## config.mk

```make
export PLATFORM = sky130hd
export DESIGN_NAME = tsdf_div
export DESIGN_NICKNAME = d
export VERILOG_FILES = /design/src/rtl/tsdf_div.sv
export SDC_FILE = /design/constraint.sdc
export NUM_CORES = 1
export LEC_CHECK = 0
export ABC_AREA = 1
export BUFFER_PORTS_ARGS = -buffer_cell sky130_fd_sc_hd__buf_2
export CAP_MARGIN = 20
export CORE_ASPECT_RATIO = 0.5
export CORE_UTILIZATION = 50
export CTS_BUF_LIST = sky130_fd_sc_hd__clkbuf_8
export CTS_CLUSTER_DIAMETER = 40
export DETAILED_ROUTE_END_ITERATION = 10
export GPL_ROUTABILITY_DRIVEN = 0
export GPL_TIMING_DRIVEN = 0
export HOLD_SLACK_MARGIN = 0.03
export PLACE_DENSITY = 0.73
export SYNTH_ARGS = -nofsm -noshare
export SYNTH_HDL_FRONTEND = slang
export SYNTH_SLANG_ARGS = --single-unit
```

## constraint.sdc

```tcl
create_clock -name clock -period 3.07 [get_ports clock]
set_clock_uncertainty 0.15 [all_clocks]
set_input_delay 0.614 -clock clock [delete_from_list [all_inputs] [get_ports clock]]
set_output_delay 0.614 -clock clock [all_outputs]
set_load 0.03 [all_outputs]
```

## src/rtl/tsdf_div.sv

```systemverilog
// ----------------------------------------------------------------------------
// TSDF serial divider
// Restoring unsigned divider, one quotient bit per cycle.
// ----------------------------------------------------------------------------
module tsdf_div #(
   parameter int NUM_W = 35,
   parameter int DEN_W = 20
) (
   input  logic             clock,
   input  logic             reset,
   input  logic             start,
   input  logic [NUM_W-1:0] num,
   input  logic [DEN_W-1:0] den,
   output logic             done,
   output logic [NUM_W-1:0] quot
);
   localparam int CNT_W = $clog2(NUM_W + 1);

   logic [NUM_W-1:0] q_ff, q_in;
   logic [DEN_W:0]   r_ff, r_in;
   logic [DEN_W-1:0] d_ff, d_in;
   logic [CNT_W-1:0] cnt_ff, cnt_in;
   logic             busy_ff, busy_in;
   logic             done_ff, done_in;
   logic [DEN_W:0]   trial;

   always_comb begin
      q_in = q_ff;
      r_in = r_ff;
      d_in = d_ff;
      cnt_in = cnt_ff;
      busy_in = busy_ff;
      done_in = 1'b0;
      trial = {r_ff[DEN_W-1:0], q_ff[NUM_W-1]};
      if (start) begin
         q_in = num;
         r_in = '0;
         d_in = den;
         cnt_in = CNT_W'(NUM_W);
         busy_in = 1'b1;
      end else if (busy_ff) begin
         if (trial >= {1'b0, d_ff}) begin
            r_in = trial - {1'b0, d_ff};
            q_in = {q_ff[NUM_W-2:0], 1'b1};
         end else begin
            r_in = trial;
            q_in = {q_ff[NUM_W-2:0], 1'b0};
         end
         cnt_in = cnt_ff - 1'b1;
         if (cnt_ff == CNT_W'(1)) begin
            busy_in = 1'b0;
            done_in = 1'b1;
         end
      end
   end

   always_ff @(posedge clock) begin
      q_ff <= q_in;
      r_ff <= r_in;
      d_ff <= d_in;
      cnt_ff <= cnt_in;
      if (reset) begin
         busy_ff <= 1'b0;
         done_ff <= 1'b0;
      end else begin
         busy_ff <= busy_in;
         done_ff <= done_in;
      end
   end

   assign done = done_ff;
   assign quot = q_ff;

endmodule

```

# ---- Yosys cells after proc, flatten, opt, wreduce, memory -nomap -nowiden
# Cells that the tools add are included.
dict set report classes {
  add_sub_neg 2
  mul 0
  div 0
  n_lt_le_gt_ge 1
  n_eq_ne 1
  shifts 0
  muxes 8
  n_bitwise 1
  n_reduce_logical 2
}
# op count
set ops {}
lappend ops {{$mux 35} 2}
lappend ops {{$ge 21x20->1} 1}
lappend ops {{$mux 20} 1}
lappend ops {{$sub 20x20->20} 1}
lappend ops {{$eq 6x1->1 const B} 1}
lappend ops {{$sub 6x1->6 const B} 1}
lappend ops {{$mux 1} 5}
lappend ops {{$reduce_or 3->1} 1}
lappend ops {{$reduce_bool 2->1} 1}
lappend ops {{$not 1->1} 1}
dict set report totals {
  ff_bits 83
  latch_bits 0
  ramBits 0
  romBits 0
  input_bits 58
  out_inout_bits 36
  wordCells 21
  n_memories 0
}

# ---- Depth between registers and ports, before layout
# Gate-level depths: netlist of run 1.
dict set report logic_depth {
  depth_word 4
  ltp_mapped 15
}

# ---- Worst setup path before layout of run 1
# No wires, ideal clock.
dict set report synth_path {
  path_type {input -> register}
  startpoint {in start}
  endpoint {reg q_ff[0], in the netlist quot[0] (enable)}
  setup_time_ns 0.575
  t_arrival_ns 1.668
  slack_ns 0.677
  stages 2
  path_buffers 0
  path_cell_list {nor2_1 > clkinv_1}
}
dict set report synth_via {
  elab_chain_cells 1
}
# item line_no
set synth_rtl {}
lappend synth_rtl {{from (decl)} 11} ;# input logic start,
lappend synth_rtl {{$reduce_bool 2->1 (no source line)} -}
lappend synth_rtl {{to (signal assigned)} 58} ;# q_ff <= q_in;
lappend synth_rtl {{to (decl)} 19} ;# logic [NUM_W-1:0] q_ff, q_in;
# Every way passes these cells.
# A chain may end at the register's enable or synchronous reset.

# ---- Final worst setup path of run 1
# Same ends and word-level chain as after synthesis.

==> flow_summary_export.csv, run 1 <==
group,metric,value,unit
outcome,outcome,"complete, no violations",
floorplan,start_util,53.5,%
route,drc,0,
clock_network,cts_tree,"done",
worst_setup_path,critPathBufInv,2,
yosys,ys_seq_area_share,45.6,%
power,vdd_drop_max,0.260,mV
route,wl_per_cell,12.0,microns
run,maxCapViolCount,0,
clock_network,cts_setup_buffers,0,
floorplan,fp.dieH,71.7,microns
timing,slew_headroom,49.5,%
floorplan,die_area,0.0101,sq mm
yosys,synth_edf_count,55,
route,vias,4090,
route,dr.pass1.iters,4,
floorplan,row_count,24,
worst_setup_path,cp_cell_sequence,"buf_2, nor2_1, clkinv_2",
route,routed_via_density,4.68,
yosys,synth_top_area_share,34.0,%
yosys,ys_warn_count,0,
timing,hold_viol,0,
grt,grt_usage,22.6,%
cells_and_area,drive_gt1_share,19.2,%
yosys,syn_nets,715,
clock_network,clk_latency,380,ps
yosys,synthTopCellsByArea,"edfxtp_1 34%, nand2_1 19%, dfxtp_1 12%, inv_1 7.5%, ha_1 5.7%",
clock_network,cts_made_buffers,9,
route,ant_nets,0,
grt,grt_max_degree,45,
worst_setup_path,cp_max_fo,44,
timing,layout_worst_path_cycle_share,74.1,%
timing,min_period,2280,ps
worst_setup_path,rr_startpoint,"quot[34]",
timing,grt_setup_unrepaired,"false",
yosys,yosys.area.top_type,"edfxtp_1",
min_path,worstHoldStart,"den[2]",
worst_setup_path,crit_family,"buffers and inverters",
yosys,synthDistinctLibCells,36,
power,totalPowerFinal,2.66,mW
yosys,netlist_area,0.00485,sq mm
worst_setup_path,crit_path_start,"start",
cells_and_area,fin_nets,819,
worst_setup_path,critPathRequiredTime,2810,ps
worst_setup_path,worstSetupEndpointType,"flop",
clock_network,cts_sinks,83,
cells_and_area,diodes,0,
place,placed_cell_area,0.00548,sq mm
place,dp_hpwl,7.86,mm
worst_setup_path,cp_slowest_stage_delay,690,ps
clock_network,clkTransAtPathRegs,90,ps
worst_setup_path,path_class,"in2reg",
yosys,synth-seq-cells,83,
clock_network,h-tree-depth,3,
grt,grt_overflow,0,
cells_and_area,final_util,63.0,%
timing,tightest_slew,756,ps
clock_network,ctsResizeCount,0,
timing,whs,262,ps
power,p_per_area,465,mW/mm^2
grt,first_global_vias,3836,
timing,drv_slew,0,
power,leakage,3.02,nW
worst_setup_path,cp_slowest_cell,"clkinv_2",
yosys,synth_area_per_cell,7.66,sq um
floorplan,die_x,141,microns
cells_and_area,areaGrowthSynthToFinish,17.8,%
yosys,syn_inst,634,
clock_network,cts_hold_buf,0,
floorplan,core,0.00907,sq mm
yosys,synthFlopType,"edfxtp_1",
min_path,hold_class,"in2reg",
clock_network,clock_tree.buffer_depth,2,
place,pre_cts_slack,342,ps
worst_setup_path,crit_arrival,2010,ps
grt,antenna_found_initial,0,
worst_setup_path,cp-start-kind,"input port",
timing,fmax,440,MHz
timing,postLayoutSetupSlackWorst,795,ps
clock_network,cts_root_buf,"clkbuf_8",
place,port_buffers,93,
route,wl,10.5,mm
route,drt_iter0_drc,250,
yosys,ys_async_sr_fraction,0,%
cells_and_area,final_area,0.00572,sq mm
floorplan,pin_count,94,
timing,setup_viol,0,
grt,grt_pass1_wl,17.8,mm
-- where the power goes --
part	switching (mW)	internal, mW	total [mW]
clock	0.437	0.489	0.926
combinational	0.285	0.132	0.417
sequential	0.0342	1.28	1.31
total	0.756	1.90	2.66
-- placed cells by master (no fill, tap or decap), drive strengths merged, types with 10 or more instances in the layout --
master | netlist | layout
a21oi | 17 | 17
edfxtp | 55 | 55
nor2 | 32 | 32
o21ai | 14 | 14
nand2 | 256 | 256
dfxtp | 28 | 28
nand3b | 10 | 10
inv | 99 | 101
nand3 | 56 | 56
buf | 9 | 102
ha | 22 | 22
clkbuf | 8 | 18
-- sequential cells by signal, summed over array words and instances (netlist names) --
name	cells
d_ff	20
busy_ff	1
cnt_ff	6
quot	35
r_ff	20
done	1
-- per-stage QoR --
step / instances / TNS [ps]
floorplan: 634 / 0
global placement: 857 / -17690
detailed placement: 857 / 0
CTS: 873 / 0
global route: 873 / 0
finish: 873 / 0
-- worst register-to-register path: cells and delay by family, from the launching register on --
kind,cells,cell delay (ps)
flip-flops,1,350
buffers and inverters,2,170
AND/OR/NAND/NOR,9,850
adder cells (fa/ha/maj),2,630
-- path summary, 6_finish.rpt --
path / to / slack, ps / cells after the start
setup / recovery: quot[0] / 790 / 3
hold reg to reg: r_ff[14] / 320 / 2
setup reg to reg: r_ff[16] / 800 / 13
hold / removal: d_ff[2] / 260 / 1
-- area by class of cell --
type                       instances  area [sq um]
buffer                            17           104
sequential                        83          2210
multi-input combinational        432          2150
timing repair buffer              93           465
inverter                         102           384
fill                             851          3350
clock buffer                      10           138
clock inverter                     6          95.1
tap                              130           163
-- synthesized netlist by cell type (5+ instances only) --
cell type	count
a21oi_1	16
clkbuf_1	8
dfxtp_1	28
edfxtp_1	55
ha_1	22
inv_1	97
nand2_1	247
nand2_2	7
nand3_1	46
nand3_2	10
nand3b_1	10
nor2_1	30
nor3_1	6
o21ai_0	5
o21ai_1	9
xnor2_1	7
-- per-layer routing --
layer / vias to the layer above / share of wire [%] / GRT usage [%]
met5: - / 0 / 0
met4: 0 / 0.80 / 7.73
met2: 83 / 42 / 35.0
met1: 1801 / 52 / 31.1
li1: 2198 / - / -
met3: 8 / 5.2 / 5.75
-- cell families (layout without fill, tap and decap cells) --
kind of cell / Yosys count / count (layout) / share of synthesized area [%]
AO/OA/AOI/OAI: 36 / 36 / 4.02
XOR/XNOR: 9 / 9 / 1.62
adder cells (fa/ha/maj): 23 / 23 / 6.08
buffers and inverters: 119 / 228 / 10.0
flip-flops: 83 / 83 / 45.6
AND/OR/NAND/NOR: 364 / 364 / 32.7
(Power assumes the default switching activity.)
==> run 2, diff against run 1 <==
--- a/config.mk
+++ b/config.mk
@@ -5,7 +5,7 @@
 export SDC_FILE = /design/constraint.sdc
 export NUM_CORES = 1
 export LEC_CHECK = 0
-export ABC_AREA = 1
+export ABC_AREA = 0
 export BUFFER_PORTS_ARGS = -buffer_cell sky130_fd_sc_hd__buf_2
 export CAP_MARGIN = 20
 export CORE_ASPECT_RATIO = 0.5
@@ -16,7 +16,7 @@
 export GPL_ROUTABILITY_DRIVEN = 0
 export GPL_TIMING_DRIVEN = 0
 export HOLD_SLACK_MARGIN = 0.03
-export PLACE_DENSITY = 0.73
+export PLACE_DENSITY = 0.74
 export SYNTH_ARGS = -nofsm -noshare
 export SYNTH_HDL_FRONTEND = slang
 export SYNTH_SLANG_ARGS = --single-unit
==> constraint.sdc (replaced) <==
create_clock -name clock -period 2.11 [get_ports clock]
set_clock_uncertainty 0.15 [all_clocks]
set_input_delay 0.422 -clock clock [delete_from_list [all_inputs] [get_ports clock]]
set_output_delay 0.422 -clock clock [all_outputs]
set_load 0.03 [all_outputs]
==> flow_summary_export.csv, run 2 <==
group,metric,value,unit
power,p_clk_share,29.2,%
worst_setup_path,cp_slowest_cell,"edfxtp_1",
yosys,ys_async_sr_fraction,0,%
clock_network,clk_latency,370,ps
timing,postLayoutSetupSlackWorst,-546,ps
timing,fmax,377,MHz
run,maxCapViolCount,0,
worst_setup_path,path_class,"reg2reg",
yosys,ys_seq_area_share,49.8,%
power,switching_share,30.9,%
worst_setup_path,rr_startpoint,"d_ff[12]",
clock_network,cts_sinks,83,
yosys,synthFlopType,"edfxtp_1",
yosys,netlist_area,0.00444,sq mm
timing,slew_headroom,52.8,%
timing,tightest_slew,708,ps
yosys,synth-seq-cells,83,
outcome,violations,"negative setup slack",
floorplan,die_area,0.00929,sq mm
floorplan,fp.dieH,68.6,microns
route,vias,3889,
cells_and_area,fin_nets,621,
cells_and_area,final_common_cell,"buf_2",
worst_setup_path,critPathBufInv,3,
floorplan,row_count,23,
cells_and_area,final_util,73.2,%
power,seq_power_share,47.4,%
cells_and_area,largest_reg_flops,35,
cells_and_area,multiInputGateArea,0.00250,sq mm
route,ant_nets,0,
place,dp_hpwl,7.39,mm
cells_and_area,regArea,0.00221,sq mm
route,wl,12.8,mm
grt,antenna_found_initial,0,
floorplan,die_x,135,microns
timing,setup_viol,21,
worst_setup_path,cp.depth,11,
worst_setup_path,cp_slowest_stage_delay,330,ps
grt,grt_overflow,0,
place,dpl.cell_count,609,
floorplan,core,0.00829,sq mm
cells_and_area,n_fill_cell,545,
worst_setup_path,cp-start-kind,"flop",
power,leakage,2.44,nW
yosys,synth_area_per_cell,11.0,sq um
clock_network,cts_tree,"done",
floorplan,start_util,53.6,%
route,dr.pass1.iters,6,
clock_network,clkTransAtPathRegs,100,ps
yosys,syn_nets,485,
clock_network,h-tree-depth,3,
worst_setup_path,cp_max_fo,8,
power,internal_power,2.83,mW
power,p_sw,1.26,mW
outcome,outcome,"complete, but fails checks",
power,vdd_drop_max,0.370,mV
yosys,synthTopCellsByArea,"edfxtp_1 37%, dfxtp_1 13%, mux2_2 8.9%, ha_1 6.2%, o21ai_0 2.7%",
timing,layout_worst_path_cycle_share,126,%
grt,grt_max_degree,26,
yosys,yosys.area.top_type,"edfxtp_1",
clock_network,cts_root_buf,"clkbuf_8",
route,wl_per_cell,19.4,microns
cells_and_area,areaGrowthSynthToFinish,36.5,%
cells_and_area,diodes,0,
timing,fin_tns_setup,-9270,ps
clock_network,cts_made_buffers,9,
grt,first_global_vias,3509,
grt,grt_pass1_wl,17.6,mm
yosys,ys_warn_count,0,
min_path,hold_class,"in2reg",
power,p_per_area,675,mW/mm^2
min_path,worstHoldStart,"den[4]",
yosys,synth_commonest_cells,"55 x edfxtp_1, 35 x mux2_2, 29 x inv_1, 28 x dfxtp_1, 27 x nand2_1",
route,routed_via_density,5.92,
cells_and_area,layout_common_cells,"93 x buf_2, 55 x edfxtp_1, 35 x mux2_2",
worst_setup_path,crit_family,"compound AO/OA/AOI/OAI gates",
worst_setup_path,ff2ff_setup_slack,-550,ps
yosys,syn_inst,404,
timing,hold_viol,0,
cells_and_area,drive_gt1_share,45.1,%
min_path,holdPathStages,1,
worst_setup_path,critPathRequiredTime,2180,ps
worst_setup_path,cp_cell_sequence,"inv_1, ha_1, buf_4, nand2_1, and2_1, a31oi_4, o31ai_4, o21ai_4, clkbuf_16, mux2i_1, o21ai_1",
place,pre_cts_slack,-994,ps
route,drc,0,
yosys,yosysMostFrequentCell,"edfxtp_1",
route,drt_iter0_drc,413,
timing,min_period,2660,ps
place,port_buffers,93,
power,combPwrFrac,23.4,%
yosys,synth_edf_count,55,
worst_setup_path,worstSetupEndpointType,"flop",
worst_setup_path,rr_worst_depth,11,
yosys,synth_top_area_share,37.2,%
clock_network,clock_tree.buffer_depth,2,
clock_network,cts_hold_buf,0,
floorplan,pin_count,94,
min_path,whs_endpoint,"d_ff[4]",
yosys,synthDistinctLibCells,54,
worst_setup_path,rr_endpoint,"r_ff[13]",
cells_and_area,stdcell_count,657,
timing,grt_setup_unrepaired,"true",
grt,grt_usage,25.6,%
timing,drv_slew,0,
worst_setup_path,crit_arrival,2720,ps
[run 2: changes by cell type in the layout (fill, tap and decap cells not counted), sizes merged, moves of 6 or more]
cell / before / now
nor2: 32 / 21
nand2: 256 / 27
nand3b: 10 / 1
mux2i: 0 / 10
a32oi: 0 / 6
or3: 0 / 6
nand2b: 0 / 7
o21ai: 14 / 25
inv: 101 / 31
buf: 102 / 132
mux2: 0 / 35
nand3: 56 / 6
[run 2: final cells by class]
type,count,area share [%]
plain buffers,13,1.40
clock buffers,9,2.04
clock inverters,7,1.26
inverters,29,1.86
multi-input cells,274,41.2
flip-flops and latches,83,36.5
well taps,112,2.31
repair buffers,129,13.3
repair inverters,1,0.124
[run 2: power by group through the flow]
stage          combinational (mW)  clock [mW]  sequential [mW]
3_3_place_gp                0.741           0             1.97
6_report                    0.959        1.19             1.94
2_1_floorplan               0.387           0             2.10
3_5_place_dp                0.754           0             1.97
5_1_grt                      1.02        1.27             1.95
4_1_cts                     0.823        1.21             1.94
[run 2: repair_timing]
action,4_1_cts,5_1_grt
gates cloned,2,1
pin swaps,18,24
gates resized for setup,50,51
setup endpoints to repair,74,56
buffers inserted,18,17
[run 2: logic make-up after synthesis]
kind of cell,count (synthesis),synth area share (%)
AO/OA/AOI/OAI,95,14.0
buffers and inverters,47,4.25
flip-flops,83,49.8
XOR/XNOR,16,3.15
AND/OR/NAND/NOR,95,11.0
adder cells (fa/ha/maj),23,6.65
multiplexers,45,11.1
[run 2: layer usage]
| layer | global-route usage [%] | routed length [microns] | vias up |
|---|---|---|---|
| met2 | 39.8 | 5680 | 245 |
| met1 | 35.0 | 5330 | 1823 |
| met4 | 8.57 | 376 | 0 |
| met3 | 6.80 | 1380 | 50 |
| li1 | - | - | 1771 |
| met5 | 0 | 0 | - |
[run 2: per-stage QoR]
stage	total power, mW	area, sq um	hold slack, ps
detailed placement	2.72	5100	328
global route	4.25	6060	47.8
CTS	3.96	5660	66.4
global placement	2.71	5100	318
finish	4.09	6060	63.2
floorplan	2.49	4490	303
[run 2: worst max-delay path by stage]
| stage | endpoint | from |
|---|---|---|
| floorplan | r_ff[16] | quot[34] |
| global placement | quot[27] | start |
| detailed placement | quot[28] | start |
| CTS | r_ff[3] | d_ff[15] |
| global route | r_ff[14] | quot[34] |
| finish | r_ff[13] | d_ff[12] |
==> run 3, diff against run 2 <==
--- a/config.mk
+++ b/config.mk
@@ -9,6 +9,7 @@
 export BUFFER_PORTS_ARGS = -buffer_cell sky130_fd_sc_hd__buf_2
 export CAP_MARGIN = 20
 export CORE_ASPECT_RATIO = 0.5
+export CORE_MARGIN = 3
 export CORE_UTILIZATION = 50
 export CTS_BUF_LIST = sky130_fd_sc_hd__clkbuf_8
 export CTS_CLUSTER_DIAMETER = 40
==> flow_summary_export.csv, run 3 (synthesis gave the netlist of run 2 again) <==
group,metric,value,unit
outcome,outcome,"complete, but fails checks",
outcome,violations,"negative setup slack",
clock_network,cts_made_buffers,9,
place,placed_cell_area,0.00510,sq mm
min_path,whs_endpoint,"busy_ff",
timing,slew_headroom,55.1,%
floorplan,fp.dieH,72.6,microns
timing,min_period,2600,ps
timing,postLayoutSetupSlackWorst,-489,ps
power,totalPowerFinal,3.89,mW
worst_setup_path,cp_slowest_stage_delay,400,ps
floorplan,start_util,53.4,%
floorplan,die_x,139,microns
worst_setup_path,cp-start-kind,"flop",
cells_and_area,final_util,71.7,%
route,wl_per_cell,18.5,microns
cells_and_area,regArea,0.00221,sq mm
route,drt_iter0_drc,519,
worst_setup_path,rr_startpoint,"d_ff[2]",
cells_and_area,multiInputGateArea,0.00245,sq mm
worst_setup_path,crit_arrival,2720,ps
cells_and_area,areaGrowthSynthToFinish,34.3,%
cells_and_area,layout_common_cells,"93 x buf_2, 55 x edfxtp_1, 35 x mux2_2",
clock_network,clk_latency,370,ps
grt,antenna_found_initial,0,
cells_and_area,diodes,0,
clock_network,cts_hold_buf,0,
clock_network,cts_root_buf,"clkbuf_8",
clock_network,clock_tree.buffer_depth,2,
grt,grt_usage,23.6,%
route,wl,12.2,mm
run,maxCapViolCount,0,
timing,hold_viol,0,
place,dpl.cell_count,609,
route,ant_nets,0,
worst_setup_path,path_class,"reg2reg",
clock_network,cts_sinks,83,
worst_setup_path,ff2ff_setup_slack,-490,ps
timing,fmax,385,MHz
cells_and_area,final_common_cell,"buf_2",
cells_and_area,drive_gt1_share,44.4,%
min_path,hold_class,"in2reg",
route,routed_via_density,5.70,
min_path,worstHoldStart,"reset",
route,drc,0,
worst_setup_path,critPathRequiredTime,2230,ps
route,vias,3746,
worst_setup_path,cp_cell_sequence,"inv_1, ha_4, o21ai_2, a21oi_2, o31a_1, o31ai_4, o21a_4, buf_8, nand2_1, a311oi_2",
worst_setup_path,cp_max_fo,9,
clock_network,cts_tree,"done",
timing,tightest_slew,673,ps
route,dr.pass1.iters,6,
cells_and_area,n_fill_cell,585,
cells_and_area,final_area,0.00596,sq mm
floorplan,die_area,0.0101,sq mm
clock_network,h-tree-depth,3,
worst_setup_path,worstSetupEndpointType,"flop",
timing,layout_worst_path_cycle_share,123,%
grt,grt_overflow,0,
floorplan,row_count,23,
cells_and_area,stdcell_count,657,
timing,grt_setup_unrepaired,"true",
timing,setup_viol,21,
min_path,holdPathStages,2,
cells_and_area,largest_reg_flops,35,
worst_setup_path,cp_slowest_cell,"o31ai_4",
cells_and_area,fin_nets,621,
grt,first_global_vias,3770,
clock_network,clkTransAtPathRegs,90,ps
floorplan,core,0.00832,sq mm
worst_setup_path,rr_endpoint,"r_ff[6]",
power,vdd_drop_max,0.432,mV
place,dp_hpwl,7.92,mm
floorplan,pin_count,94,
place,port_buffers,93,
grt,grt_pass1_wl,18.6,mm
worst_setup_path,rr_worst_depth,10,
timing,drv_slew,0,
grt,grt_max_degree,26,
power,p_per_area,653,mW/mm^2
power,leakage,2.40,nW
[run 3: per-layer routing]
metal	part of all wire (%)	global-route usage, %
met1	42	30.2
met2	45	38.1
met3	11	8.84
met4	2.0	7.27
met5	0	0
[run 3: where the power goes]
| group | leakage, nW | total, mW | internal, mW | switching, mW |
|---|---|---|---|---|
| sequential | 0.776 | 1.94 | 1.87 | 0.0648 |
| combinational | 1.54 | 0.922 | 0.382 | 0.540 |
| clock | 0.0845 | 1.03 | 0.423 | 0.610 |
| total | 2.40 | 3.89 | 2.68 | 1.22 |
[run 3: final cells by class]
| class | instances | area share [%] |
|---|---|---|
| Buffer | 14 | 1.41 |
| Clock buffer | 9 | 2.08 |
| Clock inverter | 7 | 0.755 |
| Inverter | 29 | 1.89 |
| Multi-Input combinational cell | 274 | 41.1 |
| Sequential cell | 83 | 37.1 |
| Tap cell | 112 | 2.35 |
| Timing Repair Buffer | 128 | 13.2 |
| Timing Repair inverter | 1 | 0.126 |
[run 3: worst max-delay path, delay by kind of cell (launching register included)]
family,cells,cell delay (ps)
AO/OA/AOI/OAI,6,1420
buffers and inverters,2,250
flip-flops,1,370
adder cells (fa/ha/maj),1,220
AND/OR/NAND/NOR,1,90
[run 3: what timing repair did]
action / 4_1_cts / 5_1_grt
buffers inserted: 28 / 9
resized for setup: 84 / 14
pin swaps: 23 / 13
gates cloned: 1 / 0
setup endpoints to repair: 74 / 22
[run 3: worst max-delay path by stage]
stage	start	end	slack, ps
detailed placement	start	quot[29]	-1040
CTS	d_ff[13]	r_ff[3]	-400
floorplan	quot[34]	r_ff[16]	-440
finish	d_ff[2]	r_ff[6]	-490
global route	d_ff[2]	r_ff[6]	-580
global placement	start	quot[26]	-1010
[run 3: per-stage QoR]
stage | hold WS, ps | setup WS (ps) | setup TNS (ps)
floorplan | 303 | -436 | -5520
detailed placement | 327 | -1040 | -62870
global placement | 314 | -1010 | -61170
finish | 71.0 | -489 | -8790
CTS | 58.8 | -403 | -6880
global route | 55.4 | -576 | -10840
